--- config.mk ---
export PLATFORM = sky130hd
export DESIGN_NAME = bug0_navigation_controller
export DESIGN_NICKNAME = d
export VERILOG_FILES = /design/src/bug0_pkg.sv /design/src/bug0_cfg_regs.sv /design/src/bug0_step.sv /design/src/bug0_navigation_controller.sv
export SDC_FILE = /design/constraint.sdc
export NUM_CORES = 1
export LEC_CHECK = 0
export BUFFER_PORTS_ARGS = -buffer_cell sky130_fd_sc_hd__clkbuf_2
export CORE_MARGIN = 2
export CORE_UTILIZATION = 52
export DETAILED_ROUTE_END_ITERATION = 8
export GPL_TIMING_DRIVEN = 0
export MAX_ROUTING_LAYER = met4
export PLACE_DENSITY = 0.77
export SETUP_SLACK_MARGIN = 0.1
export SYNTH_ARGS = -nofsm -noshare
export SYNTH_HDL_FRONTEND = slang
export SYNTH_SLANG_ARGS = --single-unit
export TNS_END_PERCENT = 50
--- constraint.sdc ---
create_clock -name i_clk -period 4.7 [get_ports i_clk]
set_clock_uncertainty 0.2 [all_clocks]
set_input_delay 0.235 -clock i_clk [delete_from_list [all_inputs] [get_ports i_clk]]
set_output_delay 0.235 -clock i_clk [all_outputs]
set_load 0.02 [all_outputs]
--- src/bug0_pkg.sv ---
`default_nettype none

package bug0_pkg;

    // Field widths
    localparam int DistW    = 12;
    localparam int HeadW    = 9;
    localparam int GoalW    = 10;
    localparam int TolW     = 8;
    localparam int CruiseW  = 7;
    localparam int SpeedW   = 8;
    localparam int EventW   = 3;
    localparam int ErrW     = 11;   // heading error, signed, covers -663..511

    // Configuration bus
    localparam int ApbAddrW = 5;
    localparam int ApbDataW = 32;

    // Degrees
    localparam logic [GoalW-1:0]      FullTurn = GoalW'(360);
    localparam logic signed [ErrW-1:0] HalfTurn = ErrW'(180);

    // Fixed wheel commands
    localparam logic signed [SpeedW-1:0] SpdZero       = SpeedW'(0);
    localparam logic signed [SpeedW-1:0] SpdTurnLeftL  = -SpeedW'(6);
    localparam logic signed [SpeedW-1:0] SpdTurnLeftR  = SpeedW'(7);
    localparam logic signed [SpeedW-1:0] SpdTurnRightL = SpeedW'(8);
    localparam logic signed [SpeedW-1:0] SpdTurnRightR = -SpeedW'(7);
    localparam logic signed [SpeedW-1:0] SpdEscRightR  = SpeedW'(15);
    localparam logic signed [SpeedW-1:0] SpdEscLeftL   = SpeedW'(16);
    localparam logic signed [SpeedW-1:0] SpdAvoidL     = -SpeedW'(11);
    localparam logic signed [SpeedW-1:0] SpdAvoidR     = SpeedW'(12);

    // Event codes
    typedef enum logic [EventW-1:0] {
        EV_GOAL       = 3'd0,
        EV_ENTER      = 3'd1,
        EV_END        = 3'd2,
        EV_FWD        = 3'd3,
        EV_AVOID_TURN = 3'd4,
        EV_ESCAPE     = 3'd5,
        EV_NONE       = 3'd6
    } t_event;

    // Register indexes (byte address / 4)
    typedef enum logic [2:0] {
        REG_GOAL_HEADING      = 3'd0,
        REG_SIDE_CRASH_LIMIT  = 3'd1,
        REG_FRONT_LIMIT       = 3'd2,
        REG_SIDE_CLEAR_LIMIT  = 3'd3,
        REG_TURN_SIDE_LIMIT   = 3'd4,
        REG_HEADING_TOLERANCE = 3'd5,
        REG_CRUISE_SPEED      = 3'd6
    } t_reg_idx;

    typedef struct packed {
        logic [GoalW-1:0]   goal_heading;
        logic [DistW-1:0]   side_crash_limit;
        logic [DistW-1:0]   front_limit;
        logic [DistW-1:0]   side_clear_limit;
        logic [DistW-1:0]   turn_side_limit;
        logic [TolW-1:0]    heading_tolerance;
        logic [CruiseW-1:0] cruise_speed;
    } t_cfg;

    typedef struct packed {
        logic [DistW-1:0] front_distance;
        logic [DistW-1:0] right_distance;
        logic [DistW-1:0] left_distance;
        logic [HeadW-1:0] heading;
        logic             run_enable;
    } t_item;

    typedef struct packed {
        logic                     avoiding;
        logic                     turning;
        logic signed [SpeedW-1:0] left_drive;
        logic signed [SpeedW-1:0] right_drive;
    } t_state;

    typedef struct packed {
        logic signed [SpeedW-1:0] left_speed;
        logic signed [SpeedW-1:0] right_speed;
        t_event                   event_code;
        logic                     avoid_mode;
        logic                     turn_mode;
    } t_result;

endpackage

`default_nettype wire

--- src/bug0_cfg_regs.sv ---
`default_nettype none

module bug0_cfg_regs (
    input  wire logic                           i_clk,
    input  wire logic                           i_rst_n,
    input  wire logic                           psel,
    input  wire logic                           penable,
    input  wire logic                           pwrite,
    input  wire logic [bug0_pkg::ApbAddrW-1:0]  paddr,
    input  wire logic [bug0_pkg::ApbDataW-1:0]  pwdata,
    output logic      [bug0_pkg::ApbDataW-1:0]  prdata,
    output logic                                pready,
    output bug0_pkg::t_cfg                      o_cfg
);

    bug0_pkg::t_cfg   r_cfg;
    bug0_pkg::t_reg_idx w_idx;
    logic             w_wr;

    assign pready = 1'b1;
    assign w_wr   = psel & penable & pwrite;
    assign w_idx  = bug0_pkg::t_reg_idx'(paddr[4:2]);
    assign o_cfg  = r_cfg;

    // Register writes
    always_ff @(posedge i_clk) begin
        if (!i_rst_n) begin
            r_cfg <= '0;
        end else if (w_wr) begin
            unique case (w_idx)
                bug0_pkg::REG_GOAL_HEADING:
                    r_cfg.goal_heading <= pwdata[bug0_pkg::GoalW-1:0];
                bug0_pkg::REG_SIDE_CRASH_LIMIT:
                    r_cfg.side_crash_limit <= pwdata[bug0_pkg::DistW-1:0];
                bug0_pkg::REG_FRONT_LIMIT:
                    r_cfg.front_limit <= pwdata[bug0_pkg::DistW-1:0];
                bug0_pkg::REG_SIDE_CLEAR_LIMIT:
                    r_cfg.side_clear_limit <= pwdata[bug0_pkg::DistW-1:0];
                bug0_pkg::REG_TURN_SIDE_LIMIT:
                    r_cfg.turn_side_limit <= pwdata[bug0_pkg::DistW-1:0];
                bug0_pkg::REG_HEADING_TOLERANCE:
                    r_cfg.heading_tolerance <= pwdata[bug0_pkg::TolW-1:0];
                bug0_pkg::REG_CRUISE_SPEED:
                    r_cfg.cruise_speed <= pwdata[bug0_pkg::CruiseW-1:0];
                default: ;
            endcase
        end
    end

    // Read back
    always_comb begin
        prdata = '0;
        unique case (w_idx)
            bug0_pkg::REG_GOAL_HEADING:
                prdata = bug0_pkg::ApbDataW'(r_cfg.goal_heading);
            bug0_pkg::REG_SIDE_CRASH_LIMIT:
                prdata = bug0_pkg::ApbDataW'(r_cfg.side_crash_limit);
            bug0_pkg::REG_FRONT_LIMIT:
                prdata = bug0_pkg::ApbDataW'(r_cfg.front_limit);
            bug0_pkg::REG_SIDE_CLEAR_LIMIT:
                prdata = bug0_pkg::ApbDataW'(r_cfg.side_clear_limit);
            bug0_pkg::REG_TURN_SIDE_LIMIT:
                prdata = bug0_pkg::ApbDataW'(r_cfg.turn_side_limit);
            bug0_pkg::REG_HEADING_TOLERANCE:
                prdata = bug0_pkg::ApbDataW'(r_cfg.heading_tolerance);
            bug0_pkg::REG_CRUISE_SPEED:
                prdata = bug0_pkg::ApbDataW'(r_cfg.cruise_speed);
            default:
                prdata = '0;
        endcase
    end

endmodule

`default_nettype wire

--- src/bug0_step.sv ---
`default_nettype none

module bug0_step (
    input  bug0_pkg::t_cfg    i_cfg,
    input  bug0_pkg::t_item   i_item,
    input  bug0_pkg::t_state  i_state,
    output bug0_pkg::t_state  o_state,
    output bug0_pkg::t_result o_result
);

    logic [bug0_pkg::GoalW-1:0]          w_goal;
    logic signed [bug0_pkg::ErrW-1:0]    w_err;
    logic signed [bug0_pkg::ErrW-1:0]    w_tol;
    logic signed [bug0_pkg::ErrW-1:0]    w_ntol;
    logic signed [bug0_pkg::SpeedW-1:0]  w_cruise;
    logic                                w_on_strict;
    logic                                w_on_incl;
    logic                                w_turn_left;
    logic                                w_right_crash;
    logic                                w_left_crash;
    bug0_pkg::t_state                    n_st;
    bug0_pkg::t_event                    n_ev;

    // Goal bearing folded once into range, then signed heading error
    assign w_goal   = (i_cfg.goal_heading > bug0_pkg::FullTurn) ?
                      (i_cfg.goal_heading - bug0_pkg::FullTurn) : i_cfg.goal_heading;
    assign w_err    = $signed({2'b00, i_item.heading}) - $signed({1'b0, w_goal});
    assign w_tol    = $signed({3'b000, i_cfg.heading_tolerance});
    assign w_ntol   = -w_tol;
    assign w_cruise = $signed({1'b0, i_cfg.cruise_speed});

    assign w_on_strict = (w_err < w_tol) && (w_err > w_ntol);
    assign w_on_incl   = (w_err <= w_tol) && (w_err >= w_ntol);
    assign w_turn_left = (w_err > bug0_pkg::HalfTurn) ||
                         ((w_err <= $signed(bug0_pkg::ErrW'(0))) &&
                          (w_err > -bug0_pkg::HalfTurn));

    assign w_right_crash = i_item.right_distance < i_cfg.side_crash_limit;
    assign w_left_crash  = i_item.left_distance < i_cfg.side_crash_limit;

    always_comb begin
        n_st = i_state;
        n_ev = bug0_pkg::EV_NONE;
        if (i_state.turning || (!i_state.avoiding && !w_right_crash && !w_left_crash &&
                (i_item.front_distance > i_cfg.front_limit) && !w_on_incl)) begin
            // One turn iteration (also the first one when turning starts)
            n_st.turning = 1'b1;
            if (!i_item.run_enable) begin
                n_st.left_drive  = bug0_pkg::SpdZero;
                n_st.right_drive = bug0_pkg::SpdZero;
                n_st.turning     = 1'b0;
            end else if (w_on_strict) begin
                n_st.turning     = 1'b0;
                n_st.left_drive  = w_cruise;
                n_st.right_drive = w_cruise;
                n_ev             = bug0_pkg::EV_GOAL;
            end else if (i_item.right_distance < i_cfg.turn_side_limit) begin
                n_st.left_drive  = bug0_pkg::SpdZero;
                n_st.right_drive = bug0_pkg::SpdZero;
                n_st.turning     = 1'b0;
                n_st.avoiding    = 1'b1;
                n_ev             = bug0_pkg::EV_ENTER;
            end else if (w_turn_left) begin
                n_st.left_drive  = bug0_pkg::SpdTurnLeftL;
                n_st.right_drive = bug0_pkg::SpdTurnLeftR;
            end else begin
                n_st.left_drive  = bug0_pkg::SpdTurnRightL;
                n_st.right_drive = bug0_pkg::SpdTurnRightR;
            end
        end else if (w_right_crash) begin
            n_st.left_drive  = bug0_pkg::SpdZero;
            n_st.right_drive = bug0_pkg::SpdEscRightR;
            n_ev             = bug0_pkg::EV_ESCAPE;
        end else if (w_left_crash) begin
            n_st.left_drive  = bug0_pkg::SpdEscLeftL;
            n_st.right_drive = bug0_pkg::SpdZero;
            n_ev             = bug0_pkg::EV_ESCAPE;
        end else if (i_state.avoiding) begin
            // Wall following rules
            if (i_item.front_distance < i_cfg.front_limit) begin
                n_st.left_drive  = bug0_pkg::SpdAvoidL;
                n_st.right_drive = bug0_pkg::SpdAvoidR;
                n_ev             = bug0_pkg::EV_AVOID_TURN;
            end else if (i_item.right_distance > i_cfg.side_clear_limit) begin
                n_st.avoiding = 1'b0;
                n_ev          = bug0_pkg::EV_END;
            end else if ((i_item.right_distance > i_cfg.side_crash_limit) &&
                         (i_item.left_distance > i_cfg.side_crash_limit)) begin
                n_st.left_drive  = w_cruise;
                n_st.right_drive = w_cruise;
                n_ev             = bug0_pkg::EV_FWD;
            end
        end else if (i_item.front_distance > i_cfg.front_limit) begin
            // On course toward goal
            n_st.left_drive  = w_cruise;
            n_st.right_drive = w_cruise;
            n_ev             = bug0_pkg::EV_GOAL;
        end else begin
            n_st.left_drive  = bug0_pkg::SpdZero;
            n_st.right_drive = bug0_pkg::SpdZero;
            n_st.avoiding    = 1'b1;
        end
    end

    assign o_state              = n_st;
    assign o_result.left_speed  = n_st.left_drive;
    assign o_result.right_speed = n_st.right_drive;
    assign o_result.event_code  = n_ev;
    assign o_result.avoid_mode  = n_st.avoiding;
    assign o_result.turn_mode   = n_st.turning;

endmodule

`default_nettype wire

--- src/bug0_navigation_controller.sv ---
// Path: a request accepted into the input register, then its result held in the result register.
// Throughput: one request per cycle; while a finished result waits on m_axis_tready the
// input register can still take one request, after that s_axis_tready drops.
// Reset: i_rst_n synchronous active low; clears stage valids, modes, held wheel speeds
// and all configuration registers.
`default_nettype none

module bug0_navigation_controller (
    input  wire logic                          i_clk,
    input  wire logic                          i_rst_n,
    // Request stream
    input  wire logic                          s_axis_tvalid,
    output logic                               s_axis_tready,
    // [11:0] front_distance, [23:12] right_distance, [35:24] left_distance,
    // [44:36] heading, [47:45] zero
    input  wire logic [47:0]                   s_axis_tdata,
    // [0] run_enable
    input  wire logic                          s_axis_tuser,
    // Result stream
    output logic                               m_axis_tvalid,
    input  wire logic                          m_axis_tready,
    // [7:0] left_speed, [15:8] right_speed
    output logic [15:0]                        m_axis_tdata,
    // [2:0] event_code, [3] avoid_mode, [4] turn_mode
    output logic [4:0]                         m_axis_tuser,
    // Configuration
    input  wire logic                          psel,
    input  wire logic                          penable,
    input  wire logic                          pwrite,
    input  wire logic [bug0_pkg::ApbAddrW-1:0] paddr,
    input  wire logic [bug0_pkg::ApbDataW-1:0] pwdata,
    output logic      [bug0_pkg::ApbDataW-1:0] prdata,
    output logic                               pready
);

    bug0_pkg::t_cfg    w_cfg;
    bug0_pkg::t_item   r_item;
    logic              r_in_valid;
    bug0_pkg::t_state  r_state;
    bug0_pkg::t_state  n_state;
    bug0_pkg::t_result n_result;
    bug0_pkg::t_result r_result;
    logic              r_out_valid;
    logic              w_out_ready;
    logic              w_adv;

    bug0_cfg_regs u_cfg (
        .i_clk   (i_clk),
        .i_rst_n (i_rst_n),
        .psel    (psel),
        .penable (penable),
        .pwrite  (pwrite),
        .paddr   (paddr),
        .pwdata  (pwdata),
        .prdata  (prdata),
        .pready  (pready),
        .o_cfg   (w_cfg)
    );

    bug0_step u_step (
        .i_cfg    (w_cfg),
        .i_item   (r_item),
        .i_state  (r_state),
        .o_state  (n_state),
        .o_result (n_result)
    );

    // Stage handshakes
    assign w_out_ready   = !r_out_valid || m_axis_tready;
    assign w_adv         = r_in_valid && w_out_ready;
    assign s_axis_tready = !r_in_valid || w_out_ready;

    // Input register
    always_ff @(posedge i_clk) begin
        if (!i_rst_n) begin
            r_in_valid <= 1'b0;
        end else if (s_axis_tready) begin
            r_in_valid <= s_axis_tvalid;
        end
        if (s_axis_tready && s_axis_tvalid) begin
            r_item.front_distance <= s_axis_tdata[11:0];
            r_item.right_distance <= s_axis_tdata[23:12];
            r_item.left_distance  <= s_axis_tdata[35:24];
            r_item.heading        <= s_axis_tdata[44:36];
            r_item.run_enable     <= s_axis_tuser;
        end
    end

    // Controller state, updated once per processed request
    always_ff @(posedge i_clk) begin
        if (!i_rst_n) begin
            r_state <= '0;
        end else if (w_adv) begin
            r_state <= n_state;
        end
    end

    // Result register
    always_ff @(posedge i_clk) begin
        if (!i_rst_n) begin
            r_out_valid <= 1'b0;
        end else if (w_out_ready) begin
            r_out_valid <= r_in_valid;
        end
        if (w_adv) begin
            r_result <= n_result;
        end
    end

    assign m_axis_tvalid = r_out_valid;
    assign m_axis_tdata  = {r_result.right_speed, r_result.left_speed};
    assign m_axis_tuser  = {r_result.turn_mode, r_result.avoid_mode, r_result.event_code};

endmodule

`default_nettype wire

==> results of run 1 <==
## cells in the mapped netlist (13+ instances only)
library cell	number	area (um^2)
sky130_fd_sc_hd__nand2_1	128	480
sky130_fd_sc_hd__nor3_1	23	115
sky130_fd_sc_hd__ha_1	86	1080
sky130_fd_sc_hd__mux2i_1	44	440
sky130_fd_sc_hd__clkbuf_1	33	124
sky130_fd_sc_hd__nor2b_1	13	81.3
sky130_fd_sc_hd__inv_1	89	334
sky130_fd_sc_hd__buf_4	24	180
sky130_fd_sc_hd__a31oi_1	15	93.8
sky130_fd_sc_hd__a22oi_1	14	105
sky130_fd_sc_hd__dfxtp_1	93	1860
sky130_fd_sc_hd__edfxtp_1	67	2010
sky130_fd_sc_hd__a21oi_1	87	435
sky130_fd_sc_hd__nand3_1	32	160
sky130_fd_sc_hd__o21ai_0	41	205
sky130_fd_sc_hd__nor2_1	78	293
## worst max-delay path, delay by kind of cell, from the launching register on
kind                     cells  cell delay, ns
multiplexers                 2            0.63
flip-flops                   1            0.37
buffers and inverters        4            0.60
XOR/XNOR                     1            0.23
AO/OA/AOI/OAI                8            1.74
AND/OR/NAND/NOR              5            0.68
adder cells (fa/ha/maj)      2            0.48
## power by group through the flow
stage | logic, mW | clock network [mW] | registers (mW)
5_1_grt | 0.908 | 1.43 | 1.54
3_5_place_dp | 0.600 | 0 | 1.57
4_1_cts | 0.778 | 1.37 | 1.54
6_report | 0.853 | 1.38 | 1.54
2_1_floorplan | 0.408 | 0 | 1.58
3_3_place_gp | 0.584 | 0 | 1.57
## final timing paths
check                           cells past startpoint  slack [ns]         endpoint
worst min register to register                      2        0.25  u_cfg.o_cfg[54]
worst max register to register                     22       -0.50  m_axis_tuser[2]
worst max-delay path                               22       -0.50  m_axis_tuser[2]
worst min-delay path                                3        0.02  u_cfg.o_cfg[44]
## flip-flops by register name, summed over array words and instances (netlist names)
| name | cells |
|---|---|
| r_state | 18 |
| m_axis_tuser | 5 |
| r_in_valid | 1 |
| u_cfg.o_cfg | 73 |
| r_item | 46 |
| m_axis_tvalid | 1 |
| m_axis_tdata | 16 |
## cells by family after synthesis
| kind of cell | count (synthesis) | synth area share |
|---|---|---|
| and+or+nand+nor | 336 | 0.161 |
| AOI/OAI and AO/OA | 256 | 0.172 |
| DFF | 160 | 0.404 |
| buffers and inverters | 154 | 0.0709 |
| adders and majority gates | 88 | 0.115 |
| muxes | 52 | 0.0577 |
| xor gates and xnor gates | 19 | 0.0182 |
| other | 2 | 0.000784 |
## placed cells by master, fill, tap and decap left out, types with 5 or more instances in the layout
cell type                         n
sky130_fd_sc_hd__nor2b_1         13
sky130_fd_sc_hd__nor2_4           5
sky130_fd_sc_hd__clkbuf_1        30
sky130_fd_sc_hd__nand4_1         12
sky130_fd_sc_hd__conb_1          21
sky130_fd_sc_hd__dlygate4sd3_1   61
sky130_fd_sc_hd__o21ai_0         35
sky130_fd_sc_hd__a22oi_1         13
sky130_fd_sc_hd__or3_1            5
sky130_fd_sc_hd__nor2_2           5
sky130_fd_sc_hd__nand2_1        128
sky130_fd_sc_hd__buf_4           58
sky130_fd_sc_hd__dfxtp_1         89
sky130_fd_sc_hd__inv_1           87
sky130_fd_sc_hd__a21o_1           8
sky130_fd_sc_hd__xnor2_1          7
sky130_fd_sc_hd__a31oi_1         12
sky130_fd_sc_hd__o21ai_1          5
sky130_fd_sc_hd__clkbuf_16       18
sky130_fd_sc_hd__edfxtp_1        67
sky130_fd_sc_hd__ha_4             7
sky130_fd_sc_hd__o211ai_1         8
sky130_fd_sc_hd__nor2_1          68
sky130_fd_sc_hd__xor2_1           5
sky130_fd_sc_hd__mux2i_1         44
sky130_fd_sc_hd__o21a_1          11
sky130_fd_sc_hd__ha_1            78
sky130_fd_sc_hd__a211oi_1         8
sky130_fd_sc_hd__and3_1           5
sky130_fd_sc_hd__nor3_1          18
sky130_fd_sc_hd__clkbuf_2       102
sky130_fd_sc_hd__nand3_1         31
sky130_fd_sc_hd__o22ai_1          7
sky130_fd_sc_hd__a21oi_1         81
sky130_fd_sc_hd__nand2b_1         8
## per-layer routing
metal | GRT usage | share of wire
met1 | 0.349 | 0.38
met2 | 0.525 | 0.49
met3 | 0.0695 | 0.080
met4 | 0.155 | 0.051
met5 | - | 0
## per-stage QoR
step                instance area, um^2  hold slack [ns]  utilization  setup TNS, ns  cells
floorplan                          9780            0.134            -              0   1086
global placement                  10600            0.211        0.587         -13.69   1416
detailed placement                10600            0.214        0.588         -16.35   1417
CTS                               12400           0.0141        0.688          -3.47   1543
global route                      12600           0.0275        0.700         -20.81   1549
finish                            12600           0.0170        0.700         -13.26   1549
## cell type report
type / count / area [um^2] / share of cell area
multi-input cells: 772 / 5670 / 0.450
plain buffers: 64 / 402 / 0.0318
clock inverters: 14 / 140 / 0.0111
flip-flops and latches: 160 / 3880 / 0.308
repair buffers: 202 / 1460 / 0.116
well taps: 229 / 287 / 0.0227
inverters: 90 / 338 / 0.0268
clock buffers: 18 / 429 / 0.0340
## timing repair
action                                  4_1_cts  5_1_grt
resized for setup                            72       29
cloned                                        4        0
hold buffers                                 60        0
endpoints found under the hold margin        90        0
pin swaps                                    32       15
setup buffers                                30        6
endpoints found under the setup margin       39       39
==> metrics.txt, run 1 <==
# TYPE chip_impl_metric gauge
chip_impl_metric{name="antenna_violating_nets_post_route",unit=""} 0
chip_impl_metric{name="die_area",unit="um^2"} 19500
chip_impl_metric{name="power-per-cell-area",unit="nW/um^2"} 299
chip_impl_metric{name="vias_in_the_first_global_route",unit=""} 9035
chip_impl_metric{name="synth_async_sr_flop_share",unit=""} 0
chip_impl_metric{name="grt_antenna_before_repair",unit=""} 0
chip_impl_metric{name="post-route-worst-setup-slack",unit="ns"} -0.500
chip_impl_info{name="cp_slowest_cell",value="sky130_fd_sc_hd__dfxtp_4"} 1
chip_impl_metric{name="power.share.combinational",unit=""} 0.226
chip_impl_metric{name="initial_core_util",unit=""} 0.532
chip_impl_metric{name="avgSynthCellArea",unit="um^2"} 8.98
chip_impl_metric{name="cts_inserted_buffers",unit=""} 17
chip_impl_metric{name="path_clk_slew",unit="ns"} 0.07
chip_impl_metric{name="number_of_warnings_reported_in_the_yosys_synthesis_log",unit=""} 0
chip_impl_metric{name="maxcap_viol_count",unit=""} 0
chip_impl_info{name="failed_checks",value="negative setup slack"} 1
chip_impl_metric{name="groute.usage.overall",unit=""} 0.312
chip_impl_metric{name="wl",unit="um"} 30400
chip_impl_metric{name="diodes",unit=""} 0
chip_impl_metric{name="dieWidth",unit="um"} 140
chip_impl_metric{name="nets",unit=""} 1487
chip_impl_metric{name="syn_area",unit="um^2"} 9580
chip_impl_metric{name="die_h",unit="um"} 140
chip_impl_metric{name="critPathMaxFanout",unit=""} 7
chip_impl_metric{name="measured_slew_at_the_worst_slew_check_pin",unit="ns"} 1.07
chip_impl_metric{name="cts_sinks",unit=""} 160
chip_impl_metric{name="floorplan_core_area",unit="um^2"} 18000
chip_impl_metric{name="viasPerCell",unit=""} 5.94
chip_impl_info{name="holdCritStartpoint",value="pwdata[5]"} 1
chip_impl_metric{name="cts-htree-levels",unit=""} 4
chip_impl_metric{name="dp_slack",unit="ns"} -0.583
chip_impl_metric{name="drt-initial-drc-count",unit=""} 875
chip_impl_metric{name="yosysSeqAreaShare",unit=""} 0.404
chip_impl_info{name="setup_repair_after_global_routing_missed_its_margin",value="yes"} 1
chip_impl_info{name="hold_path.class",value="in -> reg"} 1
chip_impl_metric{name="gp_congestion",unit=""} 0.981
chip_impl_metric{name="worst-endpoint-required",unit="ns"} 4.67
chip_impl_metric{name="clock.fmax",unit="MHz"} 192
chip_impl_info{name="ys.flop_type",value="sky130_fd_sc_hd__dfxtp_1"} 1
chip_impl_metric{name="grt_first_pass_wirelength",unit="um"} 46400
chip_impl_metric{name="synth-seq-cells",unit=""} 160
chip_impl_metric{name="num_rows",unit=""} 49
chip_impl_metric{name="detail_route.wl_per_cell",unit="um"} 19.6
chip_impl_info{name="ctsRootBufferMaster",value="sky130_fd_sc_hd__clkbuf_16"} 1
chip_impl_metric{name="clock_network_latency_to_the_later_pin_of_the_worst_skew_pair",unit="ns"} 0.44
chip_impl_info{name="critical_path.cell_chain",value="o211ai_1 > o21ai_1 > a21oi_2 > buf_4 > mux2_4 > ha_4 > nor2_2 > a21boi_4 > a21oi_2 > a21oi_1 > xor2_1 > inv_1 > ha_4 > nand3_4 > nor3_4 > nand2_1 > mux2_4 > a31o_4 > or2_4 > buf_8 > clkbuf_16 > o31a_1"} 1
chip_impl_metric{name="worstPathArrival",unit="ns"} 5.17
chip_impl_metric{name="grt_overflow",unit=""} 0
chip_impl_metric{name="synthDistinctLibCells",unit=""} 72
chip_impl_metric{name="slew_headroom",unit=""} 0.284
chip_impl_metric{name="final_min_period_over_clock_period",unit=""} 1.11
chip_impl_metric{name="drive_above_1_share",unit=""} 0.230
chip_impl_metric{name="firstDrtPassIters",unit=""} 6
chip_impl_metric{name="grt_start_max_net_pins",unit=""} 37
chip_impl_info{name="cts_tree",value="built"} 1
chip_impl_metric{name="cts.path.max_buffers",unit=""} 2
chip_impl_metric{name="total_power",unit="mW"} 3.77
chip_impl_metric{name="syn-instance-count",unit=""} 1067
chip_impl_metric{name="io-pin-count",unit=""} 149
chip_impl_metric{name="num-fill-cells",unit=""} 1317
chip_impl_metric{name="syn2layout_area_growth",unit="%"} 31.6
chip_impl_info{name="worstSetupStartpointType",value="flip-flop"} 1
chip_impl_metric{name="route.vias.total",unit=""} 9202
chip_impl_metric{name="finalCriticalPeriod",unit="ns"} 5.20
chip_impl_metric{name="intPower",unit="mW"} 2.66
chip_impl_metric{name="numPortBuffers",unit=""} 101
chip_impl_metric{name="timing.final.setup_violations",unit=""} 39
chip_impl_metric{name="total_count_of_hold_check_failures_in_the_final_report",unit=""} 0
chip_impl_metric{name="peakVddDrop",unit="V"} 0.000286
chip_impl_info{name="worstSetupStartpoint",value="u_cfg.o_cfg[67]"} 1
chip_impl_metric{name="hpwlAfterDp",unit="um"} 20500
chip_impl_metric{name="total_leakage_power",unit="nW"} 4.92
chip_impl_metric{name="share_clk_of_total_power",unit=""} 0.366
chip_impl_info{name="endpoint_kind",value="flip-flop"} 1
chip_impl_metric{name="drcViolationCount",unit=""} 0
chip_impl_info{name="worst_r2r_start",value="u_cfg.o_cfg[67]"} 1
chip_impl_metric{name="share_seq_of_total_power",unit=""} 0.408
chip_impl_metric{name="switching_share",unit=""} 0.295
chip_impl_metric{name="p_switching",unit="mW"} 1.11
chip_impl_info{name="outcome",value="finished, violations left"} 1
chip_impl_metric{name="report.final.slew_viol_count",unit=""} 0
chip_impl_info{name="critical_path_class",value="reg -> reg"} 1
chip_impl_metric{name="synth-edff-count",unit=""} 67
chip_impl_metric{name="cpPeakStageDelay",unit="ns"} 0.37
Power figures use the tool's default switching activity.
==> run 2: changes to the inputs <==
--- a/config.mk
+++ b/config.mk
@@ -11,7 +11,7 @@
 export DETAILED_ROUTE_END_ITERATION = 8
 export GPL_TIMING_DRIVEN = 0
 export MAX_ROUTING_LAYER = met4
-export PLACE_DENSITY = 0.77
+export PLACE_DENSITY = 0.74
 export SETUP_SLACK_MARGIN = 0.1
 export SYNTH_ARGS = -nofsm -noshare
 export SYNTH_HDL_FRONTEND = slang
==> run 2 against run 1 <==
The run still ends with negative setup slack left. Highest routed layer unchanged. Total power increased by 1.2%. Via count down 2.8%. Largest power group unchanged. Die area unchanged. Largest cell class unchanged. Routed wire length shrank 5.5%.
==> metrics.txt, run 2 (same netlist as run 1, synthesis figures left out) <==
# TYPE chip_impl_metric gauge
chip_impl_info{name="hold_path_end",value="u_cfg.o_cfg[33]"} 1
chip_impl_metric{name="grt_start_max_net_pins",unit=""} 37
chip_impl_metric{name="maxcap_viol_count",unit=""} 0
chip_impl_metric{name="num_rows",unit=""} 49
chip_impl_metric{name="reg2reg_slack",unit="ns"} -0.35
chip_impl_metric{name="worstPathArrival",unit="ns"} 5.23
chip_impl_metric{name="io-pin-count",unit=""} 149
chip_impl_metric{name="groute.usage.overall",unit=""} 0.296
chip_impl_metric{name="initial_core_util",unit=""} 0.532
chip_impl_metric{name="cts_inserted_buffers",unit=""} 17
chip_impl_metric{name="grtUsageMet3",unit=""} 0.0399
chip_impl_metric{name="route.vias.total",unit=""} 8942
chip_impl_metric{name="die_h",unit="um"} 140
chip_impl_info{name="gr-max-usage-layer",value="met2"} 1
chip_impl_metric{name="diodes",unit=""} 0
chip_impl_metric{name="cts-htree-levels",unit=""} 4
chip_impl_metric{name="cts_sinks",unit=""} 160
chip_impl_metric{name="nets",unit=""} 1476
chip_impl_metric{name="peakVddDrop",unit="V"} 0.000280
chip_impl_metric{name="global_route.usage.met2",unit=""} 0.500
chip_impl_metric{name="path_clk_slew",unit="ns"} 0.07
chip_impl_info{name="failed_checks",value="negative setup slack"} 1
chip_impl_info{name="holdCritStartpoint",value="pwdata[6]"} 1
chip_impl_metric{name="timing.final.setup_violations",unit=""} 39
chip_impl_metric{name="dieWidth",unit="um"} 140
chip_impl_metric{name="timing.hold.worst_path_depth",unit=""} 3
chip_impl_metric{name="power-per-cell-area",unit="nW/um^2"} 305
chip_impl_metric{name="worst-endpoint-required",unit="ns"} 4.88
chip_impl_metric{name="post_dp_cell_area",unit="um^2"} 10600
chip_impl_metric{name="fin_area",unit="um^2"} 12500
chip_impl_metric{name="numPortBuffers",unit=""} 101
chip_impl_metric{name="floorplan_core_area",unit="um^2"} 18000
chip_impl_metric{name="die_area",unit="um^2"} 19500
chip_impl_info{name="critical_path_class",value="reg -> reg"} 1
chip_impl_metric{name="total_power",unit="mW"} 3.82
chip_impl_metric{name="detail_route.wl_per_cell",unit="um"} 18.7
chip_impl_metric{name="critPathMaxFanout",unit=""} 6
chip_impl_metric{name="num-fill-cells",unit=""} 1353
chip_impl_metric{name="clock_network_latency_to_the_later_pin_of_the_worst_skew_pair",unit="ns"} 0.43
chip_impl_metric{name="measured_slew_at_the_worst_slew_check_pin",unit="ns"} 1.20
chip_impl_metric{name="antenna_violating_nets_post_route",unit=""} 0
chip_impl_metric{name="hpwlAfterDp",unit="um"} 20400
chip_impl_info{name="hold_path.class",value="in -> reg"} 1
chip_impl_metric{name="largest_register_ffs",unit=""} 73
chip_impl_metric{name="worst-r2r-cell-count",unit=""} 24
chip_impl_metric{name="cpPeakStageDelay",unit="ns"} 0.44
chip_impl_info{name="endpoint_kind",value="flip-flop"} 1
chip_impl_metric{name="viasPerCell",unit=""} 5.81
chip_impl_info{name="worstSetupStartpointType",value="flip-flop"} 1
chip_impl_metric{name="drt-initial-drc-count",unit=""} 818
chip_impl_metric{name="finalCriticalPeriod",unit="ns"} 5.05
chip_impl_info{name="cp_slowest_cell",value="sky130_fd_sc_hd__or4_4"} 1
chip_impl_metric{name="cts.path.max_buffers",unit=""} 2
chip_impl_info{name="r2r-end",value="r_state[4]"} 1
chip_impl_metric{name="clock.fmax",unit="MHz"} 198
chip_impl_metric{name="drive_above_1_share",unit=""} 0.224
chip_impl_metric{name="totalNegativeSetupSlack",unit="ns"} -8.82
chip_impl_metric{name="hold-worst-slack",unit="ns"} 0.0160
chip_impl_metric{name="report.final.slew_viol_count",unit=""} 0
chip_impl_info{name="worst_r2r_start",value="u_cfg.o_cfg[67]"} 1
chip_impl_metric{name="grt_antenna_before_repair",unit=""} 0
chip_impl_info{name="cts_tree",value="built"} 1
chip_impl_metric{name="grt_overflow",unit=""} 0
chip_impl_metric{name="use_met1",unit=""} 0.357
chip_impl_metric{name="firstDrtPassIters",unit=""} 8
chip_impl_info{name="critical_path.cell_chain",value="nor4_4 > o21ai_2 > a21oi_2 > buf_6 > nor2_4 > xnor2_2 > ha_4 > o21a_1 > o21ai_2 > nor2_1 > nor3_2 > xor2_1 > inv_1 > ha_4 > nand3_4 > nor3_4 > nand2_1 > mux2_4 > a31o_4 > or2_4 > buf_8 > or4_4 > o21ai_4 > o21ba_2"} 1
chip_impl_metric{name="wl",unit="um"} 28700
chip_impl_metric{name="slew_headroom",unit=""} 0.193
chip_impl_info{name="ctsRootBufferMaster",value="sky130_fd_sc_hd__clkbuf_16"} 1
chip_impl_metric{name="drcViolationCount",unit=""} 0
chip_impl_metric{name="gp_congestion",unit=""} 0.949
chip_impl_info{name="layout_common_cells",value="sky130_fd_sc_hd__nand2_1 (127), sky130_fd_sc_hd__clkbuf_2 (102), sky130_fd_sc_hd__dfxtp_1 (87)"} 1
chip_impl_metric{name="final_min_period_over_clock_period",unit=""} 1.07
chip_impl_metric{name="vias_in_the_first_global_route",unit=""} 8624
chip_impl_info{name="layout_commonest_cell",value="sky130_fd_sc_hd__nand2_1"} 1
chip_impl_metric{name="syn2layout_area_growth",unit="%"} 30.5
chip_impl_metric{name="post-route-worst-setup-slack",unit="ns"} -0.348
chip_impl_metric{name="total_count_of_hold_check_failures_in_the_final_report",unit=""} 0
chip_impl_info{name="outcome",value="finished, violations left"} 1
chip_impl_info{name="setup_repair_after_global_routing_missed_its_margin",value="yes"} 1
chip_impl_metric{name="grt_first_pass_wirelength",unit="um"} 44400
chip_impl_metric{name="total_leakage_power",unit="nW"} 4.88
==> run 2: area by class of cell <==
cell class              count  area, um^2  share of cell area
clock buffers              19         443              0.0354
plain buffers              64         408              0.0326
clock inverters            13         174              0.0139
flip-flops and latches    160        3890               0.311
inverters                  90         338              0.0270
multi-input cells         772        5610               0.448
repair buffers            191        1370               0.109
well taps                 229         287              0.0229
==> run 2: what timing repair did <==
item | in CTS | in global routing
buffers inserted | 22 | 6
hold buffers | 58 | 0
gates cloned | 3 | 0
pin swaps | 36 | 34
gates resized for setup | 53 | 47
endpoints found under the setup margin | 39 | 39
hold endpoints to repair | 81 | 0
==> run 2: metrics by stage <==
stage | setup WS, ns | cells | util
2_1_floorplan | 0.0276 | 1086 | -
3_3_place_gp | -0.514 | 1416 | 0.587
3_5_place_dp | -0.667 | 1417 | 0.588
4_1_cts | -0.258 | 1532 | 0.678
5_1_grt | -0.519 | 1538 | 0.694
6_report | -0.348 | 1538 | 0.694
==> run 2: worst max-delay path by stage <==
stage          slack, ns                to  cells after the start             from
6_report           -0.35        r_state[4]                     24  u_cfg.o_cfg[67]
3_5_place_dp       -0.67  m_axis_tdata[11]                     20  u_cfg.o_cfg[67]
2_1_floorplan       0.03   m_axis_tuser[2]                     22  u_cfg.o_cfg[67]
3_3_place_gp       -0.51  m_axis_tdata[11]                     20  u_cfg.o_cfg[67]
4_1_cts            -0.26        r_state[4]                     24  u_cfg.o_cfg[63]
5_1_grt            -0.52        r_state[4]                     24  u_cfg.o_cfg[67]
==> run 2: report_power, final <==
| group | internal, mW | leakage [nW] | switching, mW | total [mW] |
|---|---|---|---|---|
| Combinational | 0.355 | 3.17 | 0.463 | 0.818 |
| Clock | 0.862 | 0.302 | 0.600 | 1.46 |
| Sequential | 1.51 | 1.41 | 0.0304 | 1.54 |
==> run 2: critical path, delay by kind of cell (launching register included) <==
| family | cells | cell delay [ns] |
|---|---|---|
| XOR/XNOR | 2 | 0.48 |
| AO/OA/AOI/OAI | 7 | 1.13 |
| buffers and inverters | 3 | 0.40 |
| multiplexers | 1 | 0.28 |
| adder cells (fa/ha/maj) | 2 | 0.54 |
| flip-flops | 1 | 0.37 |
| AND/OR/NAND/NOR | 9 | 1.59 |
==> run 2: routing by layer <==
layer,vias to the layer above,part of all wire,routed length [um]
met5,-,0,0
met4,0,0.044,1260
met3,88,0.063,1820
met2,408,0.49,14100
met1,4217,0.40,11600
li1,4229,-,-
